File: src/hdl/rcst_free_stack.sv
// free-list memory with a low-water mark standing in for the reset fill
module rcst_free_stack #(
    parameter int unsigned DEPTH = 64,
    parameter int unsigned AW    = 6
) (
    input  logic          i_clk,
    input  logic          i_rst_n,
    input  logic          i_rd_en,
    input  logic [AW-1:0] i_rd_addr,
    input  logic          i_pop,
    input  logic          i_wr_en,
    input  logic [AW-1:0] i_wr_addr,
    input  logic [AW-1:0] i_wr_data,
    output logic [AW-1:0] o_top
);

    localparam int unsigned CW = $clog2(DEPTH + 1);

    logic [AW-1:0] r_mem [DEPTH];
    logic [AW-1:0] r_q;
    logic [AW-1:0] r_seed;
    logic [AW-1:0] r_addr;
    logic          r_fresh;
    logic [CW-1:0] r_low;

    // slots below the lowest depth reached were never pushed: they still hold
    // their reset index
    always_ff @(posedge i_clk) begin
        if (i_wr_en) begin
            r_mem[i_wr_addr] <= i_wr_data;
        end
        if (i_rd_en) begin
            r_q     <= r_mem[i_rd_addr];
            r_seed  <= AW'(DEPTH - 1) - i_rd_addr;
            r_addr  <= i_rd_addr;
            r_fresh <= (CW'(i_rd_addr) < r_low);
        end
    end

    always_ff @(posedge i_clk) begin
        if (!i_rst_n) begin
            r_low <= CW'(DEPTH);
        end else if (i_pop && r_fresh) begin
            r_low <= CW'(r_addr);
        end
    end

    assign o_top = r_fresh ? r_seed : r_q;

endmodule

File: config.mk
export PLATFORM = sky130hd
export DESIGN_NAME = rcst_free_stack
export DESIGN_NICKNAME = d
export VERILOG_FILES = /design/src/hdl/rcst_free_stack.sv
export SDC_FILE = /design/constraint.sdc
export NUM_CORES = 1
export LEC_CHECK = 0
export BUFFER_PORTS_ARGS = -buffer_cell sky130_fd_sc_hd__buf_2
export CAP_MARGIN = 20
export CORE_ASPECT_RATIO = 1.2
export CORE_UTILIZATION = 25
export CTS_BUF_LIST = sky130_fd_sc_hd__clkbuf_8 sky130_fd_sc_hd__clkbuf_16
export DETAILED_ROUTE_END_ITERATION = 8
export MAX_ROUTING_LAYER = met4
export SYNTH_ARGS = -nofsm -noshare
export SYNTH_HDL_FRONTEND = slang
export SYNTH_SLANG_ARGS = --single-unit
File: constraint.sdc
create_clock -name i_clk -period 1.96 [get_ports i_clk]
set_input_delay 0.196 -clock i_clk [delete_from_list [all_inputs] [get_ports i_clk]]
set_output_delay 0.196 -clock i_clk [all_outputs]
set_load 0.1 [all_outputs]
== After elaboration in Yosys (flattened, before gate mapping) ==
Memory sizes are Yosys's and may differ from the RTL's. A register that Yosys moved wholly into a read port is not among the register bits.
Cells that the tools add are included.

* Bits in registers: 20
* Bits in writable memories: 384
* Bits of input ports: 23
* Output and inout bits: 6
* Memories kept: 1

{| class="wikitable"
|+ Memories
! memory !! words !! bits a word !! rd ports !! clocked after memory_dff !! write ports !! RTL line !! text
|-
| r_mem || 64 || 6 || 1 || 1 || 1 || 19 || <nowiki>logic [AW-1:0] r_mem [DEPTH];</nowiki>
|}

* Add/subtract/negate cells: 1
* Magnitude comparators: 1
* Mux-type cells: 3
* Reduce and logical (&&, ||, !) cells: 1

{| class="wikitable"
|+ Operators by type and width
! operator !! number
|-
| $lt A6 B7 Y1 || 1
|-
| $mux W6 || 1
|-
| $sub A6 B6 Y6 const A || 1
|-
| $mux W1 || 2
|-
| $logic_and A1 B1 Y1 || 1
|}

== Logic depth before layout (Yosys ltp) ==
* Word-level depth: 2
* Gate-level depth with buffers: 9
* Depth with buffers taken out: 7

== Least setup slack after synthesis ==
Ideal clock, no wire load.

* Path kind: in2reg
* Start point: input i_rd_addr[1]
* End point: register r_q[2] (read register of r_mem) (data pin)
* Library setup time: 259 ps
* Arrival: 1767 ps
* Data required time: 1701 ps
* Path slack: -66 ps
* Cell stages on the path: 7
* Buffers on the path: 3
* Cells stage by stage: buf_2 clkbuf_1 buf_2 mux4_2 a221oi_2 o22ai_1 a211o_1

{| class="wikitable"
|+ RTL lines
! item !! RTL line !! text
|-
| start: declaration || 9 || <nowiki>input logic [AW-1:0] i_rd_addr,</nowiki>
|-
| end: declaration || 20 || <nowiki>logic [AW-1:0] r_q;</nowiki>
|}

==> results.md <==
* Grt ovf at 0
* Setup crit start kind: flip-flop
* Die Area at 64,900 um^2
* Hold-critical path depth at 2
* Reg power frac at 0.536
* Drt pass-1 iters at 5
* Final ANT Viol Nets at 0
* Initial DRC count at approximately 600
* CP required at approximately 2200 ps
* Finish-stage setup viols at 1
* Worst slew pin tran at 1050 ps
* Clk_skew at 14.3 ps
* Final net count at 950
* Die span in y at approximately 280 um
* Die X at approximately 230 um
* Flops & latches, synth at 410
* Commonest non-fill, non-tap cells in the layout: edfxtp_1, buf_4, mux4_2, nor2_1, clkbuf_16
* Pwr/cell area at 938 nW/um^2
* Via Count at between 7k and 8k
* Most common cell after layout, fill and taps aside: edfxtp_1
* Largest net degree at the start of global routing at 65
* TritonCTS Buffers at 39
* Number of port buffers at 28
* Post-layout util at 0.307
* Final Hold Fails at 0
* Mean post-synth cell area at 20.9 um^2
* Clk pin slew, worst setup/hold paths at 60 ps
* Fraction of layout cells with a size suffix above 1 at 0.340
* Fin. max-slew vios at 0
* Initial core utilization at 0.253
* Max incr delay on CP at 510 ps
* Clock sink count at 410
* Hold EP: r_addr[2]$_DFFE_PP_
* CP Max Fanout at 1
* Static Leak at 0.00625 uW
* Gpl congestion at 0.796
* Layout area overhead at 21.5%
* Setup CP Type: flip-flop to flip-flop
* RSZ-0062 raised after global routing: true
* Slowest CP cell: mux4_2
* Internal at 14,300 uW
* TritonCTS clock tree: done
* Commonest register cell after synthesis: edfxtp_1
* Area share of the largest cell type after synthesis at 0.758
* Wire per inst at 20.4 um
* Max-Cap Viols at 0
* Reg-to-Reg End: r_q[0]$_DFFE_PP_
* Clock power frac at 0.399
* Buffers & Inverters on Critical Path at 0
* FF-to-FF Start: r_mem[19][0]$_DFFE_PP_
* Hold path start: i_rd_addr[2]
* Max Buffers Root-to-Sink at 3
* CORE AREA at ~63,000 um^2
* Layout Cells excl Fill at 1,782
* FMAX at 503 MHz
* Ys async rst share at 0
* CP delay by family, top: compound AO/OA/AOI/OAI gates
* Switching Power at 3920 uW
* Final wirelength at around 36,000 um
* Fin crit period at 1990 ps
* Via density at 4.41
* Yosys warns at 0
* Worst setup EP type: flip-flop
* Comb pwr share at 0.064
* First-pass GRT wire length at 54,300 um
* R2R depth at 5
* Overall power at about 18,000 uW
* Status: complete, but fails checks
* Post-Syn Area at 16,000 um^2
* Setup TNS at -26.6 ps
* Cells after synthesis at 763
* Largest area contributor in the netlist: edfxtp_1
* Failing checks: setup timing
* H-tree levels at 2
* Setup WS post-layout at -26.6 ps
* Post-synthesis net count at ~790
* Worst-Skew Late Latency at approximately 540 ps
* Post-synth EDFFs at 403
* Slew Limit Headroom at 0.297
* DPL Wire Length at 24,200 um
* CTS root buf: clkbuf_16
* Worst EP arrival at 2270 ps
* GRT Util Overall at 0.117
* Vias in the first global route at about 8.3k
* Hold crit path type: input pin to flip-flop
* Final critical-path share of the clock period at 1.01
* Fill count at 6,078
* Sequential fraction of the synthesis area at 0.767
* I/O pin count at 29
* Reg2Reg Setup Slack at -30 ps
* Cells after DPL at roughly 1.7k
* Post-synthesis cell type count at 34
* Top cells by area, synth: edfxtp_1, mux4_2, nor2_1, dfxtp_1, a22oi_1
* Initial antenna violation count at 5
* Row cnt at between 100 and 150
* Sw Share at 0.216
* Cells along the critical path: mux4_2, a22o_1, a221oi_2, o22ai_1, a211o_1
* Peak VDD IR at roughly 0.0005 V
* Drt drc at 0
worst reg2reg max path, delay by kind of cell (launching register included):
kind           cells  cell delay (ps)
flip-flops         1              390
AO/OA/AOI/OAI      4              840
multiplexers       1              510
metal layers:
layer	up-vias	GRT usage	part of all wire
met5	-	-	0
met4	0	0.0375	0.023
met3	47	0.0218	0.048
met2	190	0.202	0.53
met1	4136	0.136	0.40
li1	3477	-	-
cells by family after synthesis:
group | after synthesis | share of synthesized area
buf+inv | 48 | 0.0155
fa+ha+maj | 5 | 0.00392
simple gates | 124 | 0.0327
compound gates | 62 | 0.0292
mux | 114 | 0.152
flops | 410 | 0.767
synthesized netlist by cell type (5+ instances only):
master,count
edfxtp_1,403
mux4_2,102
nor2_1,75
nand2_1,23
clkbuf_1,15
o21ai_0,14
a22oi_1,12
inv_1,11
nand3_1,11
a221oi_1,9
a21boi_0,8
buf_4,7
dfxtp_1,7
a22o_1,6
buf_2,6
mux2_2,6
mux2i_1,6
ha_1,5
sequential cells by signal, summed over array words and instances, names as in the netlist:
name,count
r_seed,6
r_addr,6
r_mem,384
r_low,7
r_q,6
r_fresh,1
cell type report:
cell class	instances	area, um^2	share of cell area
Antenna cell	5	12.5	0.000645
Multi-Input combinational cell	305	3490	0.180
Sequential cell	410	12200	0.631
Clock inverter	33	255	0.0132
Inverter	12	45.0	0.00232
Clock buffer	39	976	0.0503
Tap cell	824	1030	0.0531
Timing Repair Buffer	154	1350	0.0693
worst max-delay path by stage:
stage / end / start / cells past startpoint / slack [ps]
2_1_floorplan: r_q[0]$_DFFE_PP_ / i_rd_addr[0] / 7 / 2
3_3_place_gp: r_q[5]$_DFFE_PP_ / i_rd_addr[2] / 6 / -350
3_5_place_dp: r_q[3]$_DFFE_PP_ / i_rd_addr[0] / 6 / -360
4_1_cts: r_q[0]$_DFFE_PP_ / r_mem[3][0]$_DFFE_PP_ / 5 / -50
5_1_grt: r_q[2]$_DFFE_PP_ / r_mem[2][2]$_DFFE_PP_ / 5 / -90
6_report: r_q[0]$_DFFE_PP_ / r_mem[19][0]$_DFFE_PP_ / 5 / -30
per-stage QoR:
stage | worst slack [ps] | hold WS (ps) | cell area [um^2]
2_1_floorplan | 1.70 | 258 | 16000
3_3_place_gp | -355 | 431 | 18100
3_5_place_dp | -359 | 451 | 18100
4_1_cts | -49.0 | 70.3 | 19400
5_1_grt | -87.6 | 80.8 | 19400
6_report | -26.6 | 80.6 | 19400
power groups by stage:
stage / sequential [uW] / combinational [uW] / clock, uW
3_5_place_dp: 9950 / 1160 / 0
6_report: 9760 / 1170 / 7260
4_1_cts: 9760 / 1190 / 7420
3_3_place_gp: 9940 / 1150 / 0
2_1_floorplan: 9940 / 631 / 0
5_1_grt: 9760 / 1250 / 7740
repair_timing:
| action | in CTS | in global routing |
|---|---|---|
| setup endpoints to repair | 11 | 8 |
| setup buffers | 1 | 0 |
| hold endpoints to repair | 9 | 0 |
| resized for setup | 10 | 5 |
| hold buffers | 4 | 0 |
| pin swaps | 7 | 0 |
Note: power is estimated with default switching activity, not from simulation.
