[src/hdl/rcst_pkg.sv]
// shared widths, codes and inter-module types for the session table
package rcst_pkg;

    localparam int unsigned ID_W       = 31;
    localparam int unsigned IDX_W      = 6;
    localparam int unsigned PIN_W      = 16;
    localparam int unsigned CNT_W      = 7;
    localparam int unsigned IN_DATA_W  = 40;
    localparam int unsigned OUT_DATA_W = 32;
    localparam int unsigned OUT_USER_W = 4;

    localparam logic [PIN_W-1:0] PIN_MAX = '1;

    typedef enum logic [1:0] {
        ST_OK       = 2'd0,
        ST_FULL     = 2'd1,
        ST_NOT_USED = 2'd2,
        ST_PIN_MAX  = 2'd3
    } t_status;

    typedef enum logic {
        FN_ACQUIRE = 1'b0,
        FN_RELEASE = 1'b1
    } t_func;

    // query travelling down the row of cells, with the hit picked up on the way
    typedef struct packed {
        logic             valid;
        t_func            func;
        logic [ID_W-1:0]  id;
        logic [IDX_W-1:0] idx;
        logic             hit;
        logic [PIN_W-1:0] pin;
    } t_probe;

    // entry update broadcast to all cells
    typedef struct packed {
        logic             en;
        logic [ID_W-1:0]  id;
        logic [PIN_W-1:0] pin;
    } t_wr;

endpackage

[src/hdl/rcst_cell.sv]
// one table entry: holds id and pin, checks the passing query and hands it on
module rcst_cell import rcst_pkg::*; #(
    parameter int unsigned CELL = 0,
    parameter int unsigned IW   = 6
) (
    input  logic          i_clk,
    input  logic          i_rst_n,
    input  t_probe        i_probe,
    input  logic [IW-1:0] i_hit_idx,
    output t_probe        o_probe,
    output logic [IW-1:0] o_hit_idx,
    input  t_wr           i_wr,
    input  logic [IW-1:0] i_wr_idx
);

    localparam logic [IW-1:0] OWN = IW'(CELL);

    logic [ID_W-1:0]  r_id;
    logic [PIN_W-1:0] r_pin;
    t_probe           r_probe;
    logic [IW-1:0]    r_hit_idx;
    logic             w_match;
    logic             w_sel;

    assign w_sel = i_wr.en && (i_wr_idx == OWN);

    // an entry with pin zero is free and never matches
    always_comb begin
        w_match = 1'b0;
        if (i_probe.valid && !i_probe.hit && (r_pin != '0)) begin
            if (i_probe.func == FN_ACQUIRE) begin
                w_match = (r_id == i_probe.id);
            end else begin
                w_match = (32'(i_probe.idx) == CELL);
            end
        end
    end

    always_ff @(posedge i_clk) begin
        if (!i_rst_n) begin
            r_pin   <= '0;
            r_probe <= '0;
        end else begin
            if (w_sel) begin
                r_pin <= i_wr.pin;
            end
            r_probe <= i_probe;
            if (w_match) begin
                r_probe.hit <= 1'b1;
                r_probe.pin <= r_pin;
            end
        end
    end

    // the id is only taken when a free entry is claimed
    always_ff @(posedge i_clk) begin
        if (w_sel && (r_pin == '0)) begin
            r_id <= i_wr.id;
        end
        r_hit_idx <= w_match ? OWN : i_hit_idx;
    end

    assign o_probe   = r_probe;
    assign o_hit_idx = r_hit_idx;

endmodule

[config.mk]
export PLATFORM = sky130hd
export DESIGN_NAME = rcst_cell
export DESIGN_NICKNAME = d
export VERILOG_FILES = /design/src/hdl/rcst_pkg.sv /design/src/hdl/rcst_cell.sv
export SDC_FILE = /design/constraint.sdc
export NUM_CORES = 1
export LEC_CHECK = 0
export ABC_AREA = 1
export ABC_CLOCK_PERIOD_IN_PS = 3330
export BUFFER_PORTS_ARGS = -buffer_cell sky130_fd_sc_hd__buf_2
export CAP_MARGIN = 10
export CORE_ASPECT_RATIO = 1.2
export CORE_MARGIN = 5
export CORE_UTILIZATION = 25
export DETAILED_ROUTE_END_ITERATION = 16
export GPL_TIMING_DRIVEN = 0
export PLACE_DENSITY = 0.48
export SYNTH_ARGS = -nofsm -noshare
export SYNTH_HDL_FRONTEND = slang
export SYNTH_SLANG_ARGS = --single-unit
[constraint.sdc]
create_clock -name i_clk -period 3.33 [get_ports i_clk]
set_input_delay 0.1665 -clock i_clk [delete_from_list [all_inputs] [get_ports i_clk]]
set_output_delay 0.1665 -clock i_clk [all_outputs]
set_load 0.01 [all_outputs]
======== Word-level counts from Yosys, hierarchy flattened ========
Cells that the tools add are included.
Widths: inputs -> output; s select.
word-level totals
  register bits after elaboration ......... 109
  input bits .............................. 118
  output and inout port bits .............. 62
  word-level logic and storage cells ...... 22
cells by class
  equal/unequal tests ..................... 1
  multiplexer cells ....................... 3
  reductions and logical operators ........ 9
operators with widths
  cell                count
  $eq 31x31->1        1
  $mux 17             1
  $logic_not 16->1    1
  $reduce_bool 16->1  1
  $logic_not 6->1     2
  $logic_and 1x1->1   4
  $mux 1              2
  $logic_not 1->1     1

======== Longest topological paths before layout ========
  depth in word-level cells ............... 5
  depth in mapped cells ................... 13
  mapped depth without buffers ............ 12

======== Least setup slack after synthesis ========
No wires, ideal clock.
  path kind ............................... input-to-reg
  start ................................... input port i_wr_idx[1]
  end ..................................... register r_id[0] (enable)
  setup time .............................. 419 ps
  arrival ................................. 2142 ps
  slack ................................... 769 ps
  stages on the path ...................... 4
  buffers on the path ..................... 1
  cells stage by stage .................... nor4_1 -> nand3_1 -> clkbuf_1 -> nor2_1
between the ends
  word-level cells in the longest chain between the ends .. 3
ends and longest elaborated chain
  item                  RTL line         text
  from (decl)           rcst_cell.sv:13  input logic [IW-1:0] i_wr_idx
  $logic_not 6->1       rcst_cell.sv:25  assign w_sel = i_wr.en && (i_wr_idx == OWN);
  $logic_and 1x1->1     rcst_cell.sv:25
  $logic_and 1x1->1     rcst_cell.sv:57  if (w_sel && (r_pin == '0)) begin
  to (signal assigned)  rcst_cell.sv:58  r_id <= i_wr.id;
  to (decl)             rcst_cell.sv:18  logic [ID_W-1:0] r_id;
Every way passes these cells.
A chain may end at the register's enable or synchronous reset.

======== Worst setup path in the final report ========
  start ................................... input port i_probe[20] (netlist name)
  end ..................................... register r_probe, in the netlist o_probe[11]
between the ends
  word-level cells in the longest chain between the ends .. 4
ends and longest elaborated chain
  item                  RTL line         text
  from (decl)           rcst_cell.sv:8   input t_probe i_probe,
  $logic_not 6->1       rcst_cell.sv:34  w_match = (32'(i_probe.idx) == CELL);
  $mux 1                rcst_cell.sv:31  if (i_probe.func == FN_ACQUIRE) begin
  $mux 1                rcst_cell.sv:30  if (i_probe.valid && !i_probe.hit && (r_pin != '0)) begin
  $mux 17               rcst_cell.sv:48  if (w_match) begin
  to (signal assigned)  rcst_cell.sv:47  r_probe <= i_probe;
  to (decl)             rcst_cell.sv:20  t_probe r_probe;
Every way passes these cells.

==> results.json <==
{
  "status": "finished clean",
  "clock-sinks": 109,
  "routed_wirelength_mm": 11.3,
  "hold_class": "in -> reg",
  "synth-seq-cells": 109,
  "grt_pass1_vias": 3656,
  "synthTopCellsByArea": "dfxtp_1, edfxtp_1, nand2_1",
  "use_met2_pct": 21.6,
  "setup_viol": 0,
  "cts_made_buffers": 9,
  "final_nets": 784,
  "first_iter_violations": 147,
  "rows": 50,
  "clock.fmax_mhz": 591,
  "ant_nets": 0,
  "hold_viol_final": 0,
  "cts_setup_buffers": 0,
  "mostFrequentLayoutCells": "buf_2, nand2_1, inv_1",
  "yosys.cell_types.count": 19,
  "cts-root-buf": "clkbuf_16",
  "cts_tree": "done",
  "grtUsageMet3_pct": 3.69,
  "clock_path_buffers": 2,
  "clk_latency_ns": 0.35,
  "p_leak_nw": 2.93,
  "grt_max_degree": 26,
  "start_kind": "input pin",
  "coreArea_um2": 15700,
  "worstPathArrival_ns": 1.94,
  "synth_top_cell_area_share_pct": 38.8,
  "cp-end-kind": "flip-flop",
  "die_h_um": 149,
  "drv_slew": 0,
  "synth_top_cell_by_area": "dfxtp_1",
  "io_pins": 180,
  "synthCells": 441,
  "synth-seq-area-share_pct": 61.9,
  "cp.required_ns": 3.57,
  "cellPowerDensity_nw_per_um2": 468,
  "fin_crit_ns": 1.69,
  "path_max_fanout": 10,
  "layout_commonest_cell": "buf_2",
  "final_util_pct": 37.2,
  "dp.cells": 828,
  "dp.final_hpwl_mm": 8.88,
  "drc": 0,
  "synth_warnings": 0,
  "place_congestion": 0.804,
  "grt.busiest_layer": "met2",
  "layout.cells.non_filler": 879,
  "skew_ns": 0.0100,
  "port_buffers": 178,
  "drive_gt1_share_pct": 30.7,
  "slew_headroom_pct": 63.9,
  "synth_area_um2": 4030,
  "vias": 3499,
  "start_util_pct": 25.6,
  "first_pass_iters": 4,
  "area_delta_synth_final_pct": 44.9,
  "grt_use_met1_pct": 14.2,
  "gr-usage-all-layers_pct": 12.5,
  "tns_ns": 0,
  "dieWidth_um": 126,
  "peakVddDrop_v": 0.000200,
  "die_area_um2": 18800,
  "grt_pass1_wl_mm": 18.4,
  "finalCritPeriodShare_pct": 50.8,
  "grt_overflow": 0,
  "clk_pin_slew_ns": 0.08,
  "worst_slew_pin_slew_ns": 0.541,
  "vias_per_cell": 3.98,
  "antenna_found_initial": 0,
  "power_mw": 2.73,
  "rsz0062_at_grt": "no",
  "syn-num-nets": 559,
  "post_drt_wl_per_cell_um": 12.9,
  "insertedDiodeCount": 0,
  "cts.repair.resized": 0,
  "drv_cap": 0,
  "htreeDepth": 3,
  "crit_type": "in -> reg",
  "synth_area_per_cell_um2": 9.13
}
routing by layer:
layer	vias up	part of all wire (%)
li1	1802	-
met1	1554	42
met2	127	48
met3	16	6.9
met4	0	2.5
met5	-	0
power breakdown:
part           internal (mW)  switching [mW]  total (mW)
clock network          0.516           0.514        1.03
registers               1.41          0.0102        1.42
logic                  0.146           0.142       0.289
Yosys cell counts:
cell type and number:
a21oi_2 2, xor2_1 1, buf_6 6, nand4_1 4, xnor2_1 23, buf_1 1, a21boi_0 1, a21oi_1 30
clkbuf_1 10, nor2_4 1, nand2_4 1, nand2_1 100, inv_1 79, nand3_1 18, nor4_1 2, o21ai_0 16
dfxtp_1 78, edfxtp_1 31, nor2_1 37
through the flow:
stage	area (um2)	hold WS, ns	worst slack [ns]
after global placement	5180	0.345	-0.372
after CTS	5840	0.000222	1.60
after global routing	5840	0.00761	1.41
after floorplan	4030	0.260	0.769
final	5840	0.0143	1.64
after detailed placement	5210	0.345	1.40
cells by family after synthesis:
family	Yosys count	share of synthesized area, %
xor+xnor	24	5.22
compound gates	49	6.34
simple gates	163	16.5
buf+inv	96	10.1
flops	109	61.9
sequential cells by signal (all words and copies together), names as in the netlist:
signal and cells:
r_pin 16, o_hit_idx 6, r_id 31, o_probe 56
timing repair:
item | 4_1_cts | 5_1_grt
endpoints found under the hold margin | 35 | 0
hold buffers | 35 | 0
endpoints found under the setup margin | 0 | 0
critical path: stages:
cell and delay [ns]:
dlygate4sd3_1 0.53, buf_2 0.13, nor4_1 0.28, nand2_1 0.10, nand2_1 0.08, inv_1 0.06, nor2_4 0.19, buf_6 0.19
nand3_1 0.09, nand2_1 0.08, nor2_1 0.05
area by class of cell:
cell class / instances / area [um2]
well taps: 208 / 260
flip-flops and latches: 109 / 2490
repair buffers: 214 / 1260
clock inverters: 7 / 55.1
clock buffers: 9 / 225
inverters: 79 / 297
plain buffers: 17 / 109
multi-input cells: 236 / 1140
fillers: 1657 / 9870
worst paths after layout:
path         depth (start not counted)     endpoint   startpoint  slack [ns]
max reg2reg                         13  o_probe[11]     r_id[15]        1.67
min reg2reg                          2     r_pin[5]     r_pin[5]        0.48
max                                 11  o_probe[11]  i_probe[20]        1.64
min                                  3  o_probe[22]  i_probe[22]        0.01
No activity file was read; power rests on OpenSTA's default activity.
